$ cat config.mk
export PLATFORM = sky130hd
export DESIGN_NAME = deque_with_cursor_unit
export DESIGN_NICKNAME = d
export VERILOG_FILES = /design/src/rtl/deq_pkg.sv /design/src/rtl/deque_with_cursor_unit.sv /design/src/rtl/deq_ram.sv /design/src/rtl/deq_ptr.sv
export SDC_FILE = /design/constraint.sdc
export NUM_CORES = 1
export LEC_CHECK = 0
export ABC_AREA = 1
export BUFFER_PORTS_ARGS = -buffer_cell sky130_fd_sc_hd__buf_4
export CAP_MARGIN = 20
export CORE_ASPECT_RATIO = 1.2
export CORE_MARGIN = 4
export CORE_UTILIZATION = 35
export CTS_CLUSTER_DIAMETER = 60
export DETAILED_ROUTE_END_ITERATION = 8
export GPL_TIMING_DRIVEN = 0
export PLACE_DENSITY = 0.61
export SLEW_MARGIN = 20
export SYNTH_ARGS = -nofsm -noshare
export SYNTH_HDL_FRONTEND = slang
export SYNTH_HIERARCHICAL = 1
export SYNTH_SLANG_ARGS = --single-unit
$ cat constraint.sdc
create_clock -name i_clk -period 11.7 [get_ports i_clk]
set_input_delay 0.585 -clock i_clk [delete_from_list [all_inputs] [get_ports i_clk]]
set_output_delay 0.585 -clock i_clk [all_outputs]
set_load 0.005 [all_outputs]
$ cat src/rtl/deq_pkg.sv
`default_nettype none

package deq_pkg;

    localparam int DEPTH_DEF = 16;
    localparam int DATA_W    = 32;
    localparam int KIND_W    = 3;
    localparam int COUNT_W   = 5;

    localparam logic [DATA_W-1:0] NONE_DATA = {DATA_W{1'b1}};

    typedef enum logic [KIND_W-1:0] {
        K_PUSH_BACK  = 3'd0,
        K_PUSH_FRONT = 3'd1,
        K_POP_BACK   = 3'd2,
        K_POP_FRONT  = 3'd3,
        K_FORWARD    = 3'd4,
        K_BACKWARD   = 3'd5,
        K_READ       = 3'd6
    } t_kind;

    typedef enum logic {
        S_IDLE,
        S_RESULT
    } t_state;

    // What one operation does to the slot memory and how it reports.
    typedef struct packed {
        logic rd;
        logic wr;
        logic found;
        logic dropped;
    } t_mem_op;

endpackage

`default_nettype wire

$ cat src/rtl/deque_with_cursor_unit.sv
`default_nettype none

// Double-ended queue of signed 32-bit words in a circular slot memory, with a cursor.
// Input channel (i_in_valid / o_in_ready) carries i_kind and i_value; every
// accepted word produces exactly one result word on the output channel
// (o_out_valid / i_out_ready) with o_data, o_found, o_dropped, o_count and
// o_cursor_ok. The pointers are updated at acceptance, and the slot memory is
// written or read in the same cycle.
// Result path: the slot memory registers the word read at the address, and the
// result then enters the output register, from which it is presented.
// Throughput: one word per cycle while the output side keeps up; the next word
// is taken in the cycle the previous result enters the output register.
// If the receiver stalls, one result waits in the output register and one
// item may be pending behind it; input ready then stays low.
// The configuration channel (i_cfg_valid / o_cfg_ready / i_cfg_data) sets ring
// mode and is always ready; write it only while the block is idle.
// Synchronous reset empties the queue, invalidates the cursor and clears ring
// mode; slot contents are not cleared and need no clearing pass.
module deque_with_cursor_unit #(
    parameter int DEPTH = deq_pkg::DEPTH_DEF
) (
    input  wire logic                               i_clk,
    input  wire logic                               i_rst_n,
    input  wire logic                               i_cfg_valid,
    output logic                                    o_cfg_ready,
    input  wire logic                               i_cfg_data,
    input  wire logic                               i_in_valid,
    output logic                                    o_in_ready,
    input  wire logic        [deq_pkg::KIND_W-1:0]  i_kind,
    input  wire logic signed [deq_pkg::DATA_W-1:0]  i_value,
    output logic                                    o_out_valid,
    input  wire logic                               i_out_ready,
    output logic signed      [deq_pkg::DATA_W-1:0]  o_data,
    output logic                                    o_found,
    output logic                                    o_dropped,
    output logic             [deq_pkg::COUNT_W-1:0] o_count,
    output logic                                    o_cursor_ok
);

    localparam int PW = $clog2(DEPTH);
    localparam int CW = $clog2(DEPTH + 1);

    deq_pkg::t_state  r_state, n_state;
    deq_pkg::t_mem_op w_op;

    logic                        r_ring;
    logic                        r_out_valid;
    logic [deq_pkg::DATA_W-1:0]  r_data;
    logic                        r_found;
    logic                        r_dropped;
    logic [deq_pkg::COUNT_W-1:0] r_count_out;
    logic                        r_cursor_out;
    logic                        r_pend_found;
    logic                        r_pend_dropped;

    logic                        w_accept;
    logic                        w_out_free;
    logic                        w_out_load;
    logic [PW-1:0]               w_addr;
    logic [CW-1:0]               w_count;
    logic [CW+deq_pkg::COUNT_W-1:0] w_count_ext;
    logic                        w_cursor_ok;
    logic [deq_pkg::DATA_W-1:0]  w_rd_data;

    assign w_out_free = !r_out_valid || i_out_ready;
    assign w_accept   = i_in_valid && o_in_ready;

    always_comb begin
        n_state = r_state;
        case (r_state)
            deq_pkg::S_IDLE: begin
                if (w_accept) begin
                    n_state = deq_pkg::S_RESULT;
                end
            end
            deq_pkg::S_RESULT: begin
                if (w_out_free && !w_accept) begin
                    n_state = deq_pkg::S_IDLE;
                end
            end
            default: begin
                n_state = deq_pkg::S_IDLE;
            end
        endcase
    end

    always_comb begin
        o_in_ready = 1'b0;
        w_out_load = 1'b0;
        case (r_state)
            deq_pkg::S_IDLE: begin
                o_in_ready = 1'b1;
            end
            deq_pkg::S_RESULT: begin
                // The pending result leaves for the output register, so the
                // next word may be taken in the same cycle.
                o_in_ready = w_out_free;
                w_out_load = w_out_free;
            end
            default: begin
                o_in_ready = 1'b0;
                w_out_load = 1'b0;
            end
        endcase
    end

    deq_ptr #(
        .DEPTH (DEPTH)
    ) u_ptr (
        .i_clk       (i_clk),
        .i_rst_n     (i_rst_n),
        .i_accept    (w_accept),
        .i_kind      (i_kind),
        .i_ring_mode (r_ring),
        .o_op        (w_op),
        .o_addr      (w_addr),
        .o_count     (w_count),
        .o_cursor_ok (w_cursor_ok)
    );

    deq_ram #(
        .WIDTH (deq_pkg::DATA_W),
        .DEPTH (DEPTH)
    ) u_slots (
        .i_clk     (i_clk),
        .i_wr_en   (w_accept && w_op.wr),
        .i_rd_en   (w_accept && w_op.rd),
        .i_addr    (w_addr),
        .i_wr_data (i_value),
        .o_rd_data (w_rd_data)
    );

    assign w_count_ext = {{deq_pkg::COUNT_W{1'b0}}, w_count};

    always_ff @(posedge i_clk) begin
        if (!i_rst_n) begin
            r_state     <= deq_pkg::S_IDLE;
            r_ring      <= 1'b0;
            r_out_valid <= 1'b0;
        end else begin
            r_state <= n_state;
            if (i_cfg_valid) begin
                r_ring <= i_cfg_data;
            end
            if (w_out_load) begin
                r_out_valid <= 1'b1;
            end else if (i_out_ready) begin
                r_out_valid <= 1'b0;
            end
        end
    end

    // The pointer registers already hold the state after the pending item.
    always_ff @(posedge i_clk) begin
        if (w_accept) begin
            r_pend_found   <= w_op.found;
            r_pend_dropped <= w_op.dropped;
        end
        if (w_out_load) begin
            r_data       <= r_pend_found ? w_rd_data : deq_pkg::NONE_DATA;
            r_found      <= r_pend_found;
            r_dropped    <= r_pend_dropped;
            r_count_out  <= w_count_ext[deq_pkg::COUNT_W-1:0];
            r_cursor_out <= w_cursor_ok;
        end
    end

    assign o_cfg_ready = 1'b1;
    assign o_out_valid = r_out_valid;
    assign o_data      = r_data;
    assign o_found     = r_found;
    assign o_dropped   = r_dropped;
    assign o_count     = r_count_out;
    assign o_cursor_ok = r_cursor_out;

endmodule

`default_nettype wire

$ cat src/rtl/deq_ram.sv
`default_nettype none

module deq_ram #(
    parameter int WIDTH = deq_pkg::DATA_W,
    parameter int DEPTH = deq_pkg::DEPTH_DEF
) (
    input  wire logic                     i_clk,
    input  wire logic                     i_wr_en,
    input  wire logic                     i_rd_en,
    input  wire logic [$clog2(DEPTH)-1:0] i_addr,
    input  wire logic [WIDTH-1:0]         i_wr_data,
    output logic      [WIDTH-1:0]         o_rd_data
);

    logic [WIDTH-1:0] r_mem [DEPTH];
    logic [WIDTH-1:0] r_rd_data;

    always_ff @(posedge i_clk) begin
        if (i_wr_en) begin
            r_mem[i_addr] <= i_wr_data;
        end
        // The read word is held until the next read is issued.
        if (i_rd_en) begin
            r_rd_data <= r_mem[i_addr];
        end
    end

    assign o_rd_data = r_rd_data;

endmodule

`default_nettype wire

$ cat src/rtl/deq_ptr.sv
`default_nettype none

module deq_ptr #(
    parameter int DEPTH = deq_pkg::DEPTH_DEF
) (
    input  wire logic                          i_clk,
    input  wire logic                          i_rst_n,
    input  wire logic                          i_accept,
    input  wire logic [deq_pkg::KIND_W-1:0]    i_kind,
    input  wire logic                          i_ring_mode,
    output deq_pkg::t_mem_op                   o_op,
    output logic      [$clog2(DEPTH)-1:0]      o_addr,
    output logic      [$clog2(DEPTH+1)-1:0]    o_count,
    output logic                               o_cursor_ok
);

    localparam int PW = $clog2(DEPTH);
    localparam int CW = $clog2(DEPTH + 1);
    localparam logic [PW-1:0] LAST = PW'(DEPTH - 1);
    localparam logic [CW:0]   DEPTH_S = (CW+1)'(DEPTH);
    localparam logic [CW-1:0] FULL = CW'(DEPTH);
    localparam logic [CW-1:0] ONE = CW'(1);

    logic [PW-1:0] r_front, n_front;
    logic [CW-1:0] r_count, n_count;
    logic [PW-1:0] r_cur, n_cur;
    logic          r_cv, n_cv;

    logic [CW:0]   w_sum;
    logic [PW-1:0] w_tail;
    logic [PW-1:0] w_back;
    logic [PW-1:0] w_front_up;
    logic [PW-1:0] w_front_dn;
    logic          w_empty;

    function automatic logic [PW-1:0] slot_up(input logic [PW-1:0] s);
        return (s == LAST) ? '0 : s + PW'(1);
    endfunction

    function automatic logic [PW-1:0] slot_dn(input logic [PW-1:0] s);
        return (s == '0) ? LAST : s - PW'(1);
    endfunction

    // Slot just past the back entry; the sum stays below twice the depth.
    assign w_sum      = (CW+1)'(r_front) + (CW+1)'(r_count);
    assign w_tail     = (w_sum >= DEPTH_S) ? PW'(w_sum - DEPTH_S) : PW'(w_sum);
    assign w_back     = slot_dn(w_tail);
    assign w_front_up = slot_up(r_front);
    assign w_front_dn = slot_dn(r_front);
    assign w_empty    = (r_count == '0);

    always_comb begin
        n_front = r_front;
        n_count = r_count;
        n_cur   = r_cur;
        n_cv    = r_cv;
        o_op    = '0;
        o_addr  = r_front;
        case (i_kind)
            deq_pkg::K_PUSH_BACK, deq_pkg::K_PUSH_FRONT: begin
                if (r_count == FULL) begin
                    o_op.dropped = 1'b1;
                end else begin
                    o_op.wr = 1'b1;
                    n_count = r_count + ONE;
                    if (w_empty) begin
                        o_addr = r_front;
                        n_cur  = r_front;
                        n_cv   = 1'b1;
                    end else if (i_kind == deq_pkg::K_PUSH_BACK) begin
                        o_addr = w_tail;
                    end else begin
                        o_addr  = w_front_dn;
                        n_front = w_front_dn;
                    end
                end
            end
            deq_pkg::K_POP_BACK: begin
                if (!w_empty) begin
                    o_op.rd    = 1'b1;
                    o_op.found = 1'b1;
                    o_addr     = w_back;
                    n_count    = r_count - ONE;
                    if (r_cv && r_cur == w_back) begin
                        if (r_count == ONE) begin
                            n_cv = 1'b0;
                        end else begin
                            n_cur = slot_dn(w_back);
                        end
                    end
                end
            end
            deq_pkg::K_POP_FRONT: begin
                if (!w_empty) begin
                    o_op.rd    = 1'b1;
                    o_op.found = 1'b1;
                    o_addr     = r_front;
                    n_count    = r_count - ONE;
                    n_front    = w_front_up;
                    if (r_cv && r_cur == r_front) begin
                        if (r_count == ONE) begin
                            n_cv = 1'b0;
                        end else begin
                            n_cur = w_front_up;
                        end
                    end
                end
            end
            deq_pkg::K_FORWARD: begin
                if (r_cv && !w_empty) begin
                    if (r_cur == w_back) begin
                        if (i_ring_mode) begin
                            n_cur = r_front;
                        end else begin
                            n_cv = 1'b0;
                        end
                    end else begin
                        n_cur = slot_up(r_cur);
                    end
                end
            end
            deq_pkg::K_BACKWARD: begin
                if (r_cv && !w_empty) begin
                    if (r_cur == r_front) begin
                        if (i_ring_mode) begin
                            n_cur = w_back;
                        end else begin
                            n_cv = 1'b0;
                        end
                    end else begin
                        n_cur = slot_dn(r_cur);
                    end
                end
            end
            deq_pkg::K_READ: begin
                if (r_cv && !w_empty) begin
                    o_op.rd    = 1'b1;
                    o_op.found = 1'b1;
                    o_addr     = r_cur;
                end
            end
            default: begin
                o_op = '0;
            end
        endcase
    end

    always_ff @(posedge i_clk) begin
        if (!i_rst_n) begin
            r_front <= '0;
            r_count <= '0;
            r_cur   <= '0;
            r_cv    <= 1'b0;
        end else if (i_accept) begin
            r_front <= n_front;
            r_count <= n_count;
            r_cur   <= n_cur;
            r_cv    <= n_cv;
        end
    end

    assign o_count     = r_count;
    assign o_cursor_ok = r_cv;

endmodule

`default_nettype wire

After elaboration in Yosys (flattened, before gate mapping)
Memories as Yosys holds them, arrays and structs flattened. A register that Yosys moved wholly into a read port is not among the register bits.
Index checks and enable logic that the tools add are counted.
{ "totals": {"output_inout_bits": 43, "regBits": 59, "mem_bits_rw": 512, "rom_bits": 0, "n_memories": 1, "latch_bits": 0, "word_cells": 147} }
{ "op_classes": {"bitwise_logic": 1, "eq_ne": 29, "n_div": 0, "n_addsub": 10, "magnitude_cmp": 1, "mux": 64, "n_reduce_logical": 27, "shifts": 0, "n_mul": 0} }
{ "memory_table": {"columns": ["memory", "depth", "width", "read_ports", "rd_ports_with_merged_regs", "write_ports", "line", "text"], "rows": [
  ["u_slots.r_mem", 16, 32, 1, 1, 1, "deq_ram.sv:15", "logic [WIDTH-1:0] r_mem [DEPTH];"]
]} }
{ "ops": {"columns": ["cell", "count"], "rows": [
  ["4-bit 2-to-1 mux", 30],
  ["1-bit 2-to-1 mux", 24],
  ["4-bit one-hot mux with 5 select lines", 1],
  ["4-bit by 1-bit subtractor with 4-bit output, second input constant", 5],
  ["4-bit logical NOT", 4],
  ["2-bit != test, second input constant", 8],
  ["2-bit by 1-bit != test with 1-bit output, second input constant", 7],
  ["14-bit AND reduction", 1],
  ["4-bit one-hot mux with 3 select lines", 1],
  ["12-bit AND reduction", 1],
  ["5-bit 2-to-1 mux", 2],
  ["5-bit one-hot mux with 2 select lines", 1],
  ["3-bit equality test, second input constant", 3],
  ["4-bit by 1-bit adder with 4-bit output, second input constant", 2],
  ["4-bit equality test", 2],
  ["4-bit equality test, second input constant", 2],
  ["4-bit one-hot mux with 2 select lines", 1],
  ["1-bit logical AND", 7],
  ["4-bit by 5-bit adder with 6-bit output", 1],
  ["3-bit by 2-bit equality test with 1-bit output, second input constant", 2],
  ["6-bit by 5-bit greater-or-equal comparator with 1-bit output, second input constant", 1],
  ["3-bit != test, second input constant", 2],
  ["1-bit one-hot mux with 2 select lines", 3],
  ["6-bit AND reduction", 1],
  ["other kinds (15)", 20]
]} }

Depth between registers and ports, before layout
{ "depth": {"depth_word": 11, "mapped_depth": 24, "mapped_depth_nobuf": 21} }

Hierarchy
Netlist, hierarchy kept.
{ "modules_own_cells": {"columns": ["module", "area_per_inst_um2", "seq_area_each_um2", "instances", "cells_per_inst"], "rows": [
  ["deq_ram", 22534.1, 16335.7, 1, 2113],
  ["deq_ptr", 2059.5, 280.3, 1, 335],
  ["deque_with_cursor_unit", 1689.1, 1321.3, 1, 133]
]} }

Least setup slack after synthesis
OpenSTA, ideal clock, no wires.
{ "synth_path": {"path_kind": "register to register", "start": "register u_ptr.r_front[0]", "end": "memory u_slots/r_mem[4][0] (netlist bit) (enable)", "slack_ns": 7.201, "required_time_ns": 11.279, "arrival_ns": 4.078, "stages_incl_launch_ff": 18, "path_buffers": 1, "cell_sequence": "dfxtp_1 -> ha_1 -> fa_1 -> inv_1 -> ha_1 -> inv_1 -> nor2_2 -> nand3_4 -> nand2_1 -> inv_1 -> nor2_1 -> o21ai_0 -> o21ai_0 -> inv_1 -> nor2_1 -> buf_2 -> inv_1 -> nor2_1"} }
{ "synth_via": {"elab_chain_len": 7, "word_cells_on_any_way": 16, "classes_between": "4 x add/sub; 1 x order compare; 9 x mux; 2 x reduce/logical"} }
{ "synth_lines": {"columns": ["element", "line", "text"], "rows": [
  ["from (decl)", "deq_ptr.sv:24", "logic [PW-1:0] r_front, n_front;"],
  ["from (signal assigned)", "deq_ptr.sv:155", "r_front <= n_front;"],
  ["4-bit by 5-bit adder with 6-bit output", "deq_ptr.sv:45", "assign w_sum = (CW+1)'(r_front) + (CW+1)'(r_count);"],
  ["6-bit by 5-bit greater-or-equal comparator with 1-bit output or 4-bit by 1-bit subtractor with 4-bit output (tied branches)", "deq_ptr.sv:46", "assign w_tail = (w_sum >= DEPTH_S) ? PW'(w_sum - DEPTH_S) : PW'(w_sum);"],
  ["4-bit 2-to-1 mux", "deq_ptr.sv:46", null],
  ["4-bit by 1-bit subtractor with 4-bit output, or another cell as far along", "deq_ptr.sv:41", "return (s == '0) ? LAST : s - PW'(1);"],
  ["4-bit 2-to-1 mux, on equally long branches", "deq_ptr.sv:41, deq_ptr.sv:66", null],
  ["4-bit 2-to-1 mux, on equally long branches", "deq_ptr.sv:79, deq_ptr.sv:61", null],
  ["4-bit one-hot mux with 3 select lines *", "deq_ptr.sv:59", "case (i_kind)"],
  ["named net w_addr[2]", "deque_with_cursor_unit.sv:59", "logic [PW-1:0] w_addr;"],
  ["to (decl)", "deq_ram.sv:15", null]
]} }
Mark *: on every way through the listed nets, which the timed path passes. The rest lies on a longest branch.

Final worst setup path
{ "layout_path": {"start": "register u_ptr.r_front[0]", "end": "memory u_slots/r_mem[0][15] (netlist bit) (enable)"} }
The elaborated chain is that of the path after synthesis.

==> results.md <==
* CTS tree: built
* Cell Count, Final, Fillers Out at 3797
* Asr flop ratio synth at 0%
* Most frequent cells after synthesis: nand2_1, edfxtp_1, inv_1
* Post-layout minimum cycle time at between 5000 and 6000 ps
* Share of layout cells above drive strength 1 at 11.7%
* Max-slew headroom at between 30 and 40%
* Status: finished, final reports clean
* First-pass GRT wire length at approximately 100 mm
* EDFF count, synth at ~590
* Comb power frac at between 10% and 20%
* CTS Buf Count at 61
* Number of remaining DRC errors at 0
* Worst-Skew Late Latency at ~630 ps
* Chip Width at 258 um
* Slew @ Worst Pin at just under 1000 ps
* CTS Sinks at between 600 and 700
* R2R cell count at 16
* Post_cts resized at 0
* Setup crit end kind: flip-flop
* Net switching power at 1.26 mW
* Core box area at approximately 0.074 mm2
* Reg-to-Reg Start: u_ptr/r_front[0]
* Vias at roughly 18000
* CP Max Fanout at 13
* Final-report hold violation count at 0
* Peak Freq at 0.185 GHz
* Period utilization at 46.2%
* Root buf cell: clkbuf_16
* Number of max-cap violations at 0
* FP Rows at around 110
* Count of cell types in the netlist at 45
* Mux share of post-synthesis cell area at 0%
* Area leader, netlist: edfxtp_1
* Post-route setup TNS at 0 ps
* Post-DRT Antenna Nets at 0
* Hold path start: i_cfg_data
* Clock group share of total power at about 38%
* Worst Hold End: r_ring
* Largest net degree at the start of global routing at 21
* Layout Skew at approximately 16 ps
* Clock Path Buffers at 3
* Switch share at 25.8%
* FF-to-FF End: u_slots/r_mem[0][15]
* Adder-cell share of the synthesized area at 0.933%
* Fin. max-slew vios at 0
* Synthesis warning total at 6
* H-tree depth at 2
* Peak supply drop at between 0.1 and 0.15 mV
* Register share of total power at between 40% and 50%
* Reg clk slew, reported paths at about 60 ps
* Inserted Diodes at 0
* Count leader, synth: nand2_1
* RePlAce Congestion at ~0.90
* Syn Nets at 2641
* Synth top area share at about two thirds
* CP arrival at about 5700 ps
* P_int at 3.64 mW
* Largest family of logic cells by synthesized area: simple AND/OR/NAND/NOR gates
* Mapped Cells at 2581
* Ys flop type: edfxtp_1
* Die height at 308 um
* Post-synthesis compound-gate area fraction at under 10%
* Nets at 2808
* Worst hold path type: input port to flip-flop
* Fin Hold WS at 201 ps
* Post-synthesis simple-gate area fraction at 23.7%
* Register-to-register path setup slack at ~6300 ps
* Seq cells post-synth at 603
* Syn_area_per_cell at approximately 10 um2
* Area Growth Syn to Fin at 17.0%
* Drt first pass iters at 5
* Synth top area cells: edfxtp_1, nand2_1, inv_1, dfxtp_1, buf_6
* Vias per inst at between 4 and 5
* Initial Utilization at between 30 and 40%
* Wire per inst at about 18 um
* Vias in the first global route at roughly 17000
* CP Class: flip-flop to flip-flop
* Startpoint Class: flip-flop
* Inst Count DP at between 3000 and 4000
* Count of input and output buffers at 82
* RSZ-0062 raised after global routing: no
* Initial antenna violation count at 1
* Total global routing overflow at 0
* Cell count of the worst hold path at 3
* Final WL at approximately 67 mm
* Mapped Area at around 0.026 mm2
* I/O pin cnt at 84
* GRT Total Usage at around 17%
* DIE AREA at just under 0.08 mm2
* Xor/xnor cell area share of the yosys netlist at 0.333%
* Cell Pwr Density at 159 mW/mm2
* WP data required at approximately 12000 ps
* P_leak at 12.7 nW
* Register area share after synthesis at between 60% and 70%
* Detail Placement HPWL at 45.8 mm
* Final setup viols at 0
* Initial DRC Count at 1418
* Cts hold-fix bufs at 0
* Post-CTS Repair Setup Buffers at 0
-- layout make-up --
cell class / count / area (um2)
Fill cell: 6969 / 43300
Multi-Input combinational cell: 1714 / 7150
Timing Repair Buffer: 104 / 1170
Sequential cell: 603 / 17900
Tap cell: 999 / 1250
Clock buffer: 82 / 1630
Clock inverter: 31 / 272
Inverter: 157 / 599
Buffer: 107 / 739
-- flip-flops by register name, summed over array words and instances, names as in the netlist --
register           flops
u_slots/r_mem        512
o_data                32
u_slots/o_rd_data     32
o_count                5
u_ptr/o_count          5
u_ptr/r_cur            4
u_ptr/r_front          4
o_cursor_ok            1
o_dropped              1
o_found                1
o_out_valid            1
r_pend_dropped         1
r_pend_found           1
r_ring                 1
r_state                1
u_ptr/o_cursor_ok      1
-- per-stage QoR --
stage          power, mW  instance area, um2  util [%]  worst slack (ps)
2_1_floorplan       2.85               26300         -              7200
3_3_place_gp        3.07               28100      38.0              4420
3_5_place_dp        3.09               28800      38.9              6490
4_1_cts             4.95               30700      41.5              6480
5_1_grt             5.11               30700      41.5              6060
6_report            4.90               30700      41.5              6300
-- layer usage --
metal	share of wire (%)	routed length [um]	global-route usage [%]	up-vias
met4	2.8	1890	5.02	0
met5	0	0	0	-
li1	-	-	-	8676
met3	6.5	4380	2.44	113
met2	50	33800	29.2	505
met1	41	27400	21.3	8429
-- worst max-delay path by stage --
stage / start / end / slack [ps] / cells past startpoint
after global routing: u_ptr/r_front[0] / u_slots/r_mem[1][18] / 6060 / 16
after global placement: u_ptr/r_front[0] / u_slots/r_mem[0][14] / 4420 / 14
after detailed placement: u_ptr/r_front[0] / u_slots/r_mem[3][7] / 6490 / 15
after CTS: u_ptr/r_front[0] / u_slots/r_mem[0][15] / 6480 / 16
final: u_ptr/r_front[0] / u_slots/r_mem[0][15] / 6300 / 16
after floorplan: u_ptr/r_front[0] / u_slots/r_mem[4][0] / 7200 / 17
-- worst max-delay path: stages (launching register included) --
cell and delay, ps:
dfxtp_1 520, ha_1 270, fa_1 500, inv_1 170, ha_1 190, xor2_1 320
nand2_1 170, inv_1 120, nor2_1 40, o21ai_0 130, o21ai_0 300, nor2_1 780
buf_2 400, inv_1 230, nor2_4 540, buf_16 230, buf_16 160
-- placed cells by master, fill, tap and decap left out, types with 5 or more instances in the layout --
| master | n |
|---|---|
| buf_12 | 7 |
| buf_6 | 27 |
| ha_1 | 18 |
| nor2_4 | 18 |
| a21oi_1 | 22 |
| buf_4 | 101 |
| clkinv_2 | 5 |
| clkinv_1 | 15 |
| clkbuf_16 | 62 |
| edfxtp_1 | 586 |
| buf_16 | 15 |
| o21ai_0 | 32 |
| buf_1 | 6 |
| dfxtp_1 | 17 |
| nand2_1 | 1479 |
| inv_1 | 148 |
| inv_2 | 6 |
| nand2_2 | 14 |
| nor3_1 | 6 |
| nand3_1 | 36 |
| clkbuf_1 | 32 |
| nor2_1 | 34 |
| buf_2 | 42 |
| nand3_2 | 5 |
| xor2_1 | 8 |
-- cell families (layout without fill, tap and decap cells) --
logic type | Yosys count | count (layout)
flip-flops | 603 | 603
adder cells (fa/ha/maj) | 19 | 19
AND/OR/NAND/NOR | 1608 | 1608
other | 1 | 1
AO/OA/AOI/OAI | 76 | 76
XOR/XNOR | 10 | 10
buffers and inverters | 264 | 481
-- power groups by stage --
stage	sequential [mW]	clock (mW)	combinational (mW)
4_1_cts	2.41	1.90	0.630
3_5_place_dp	2.46	0	0.626
6_report	2.41	1.86	0.627
2_1_floorplan	2.46	0	0.389
3_3_place_gp	2.46	0	0.607
5_1_grt	2.42	1.99	0.699
Note: power is estimated with default switching activity, not from simulation.
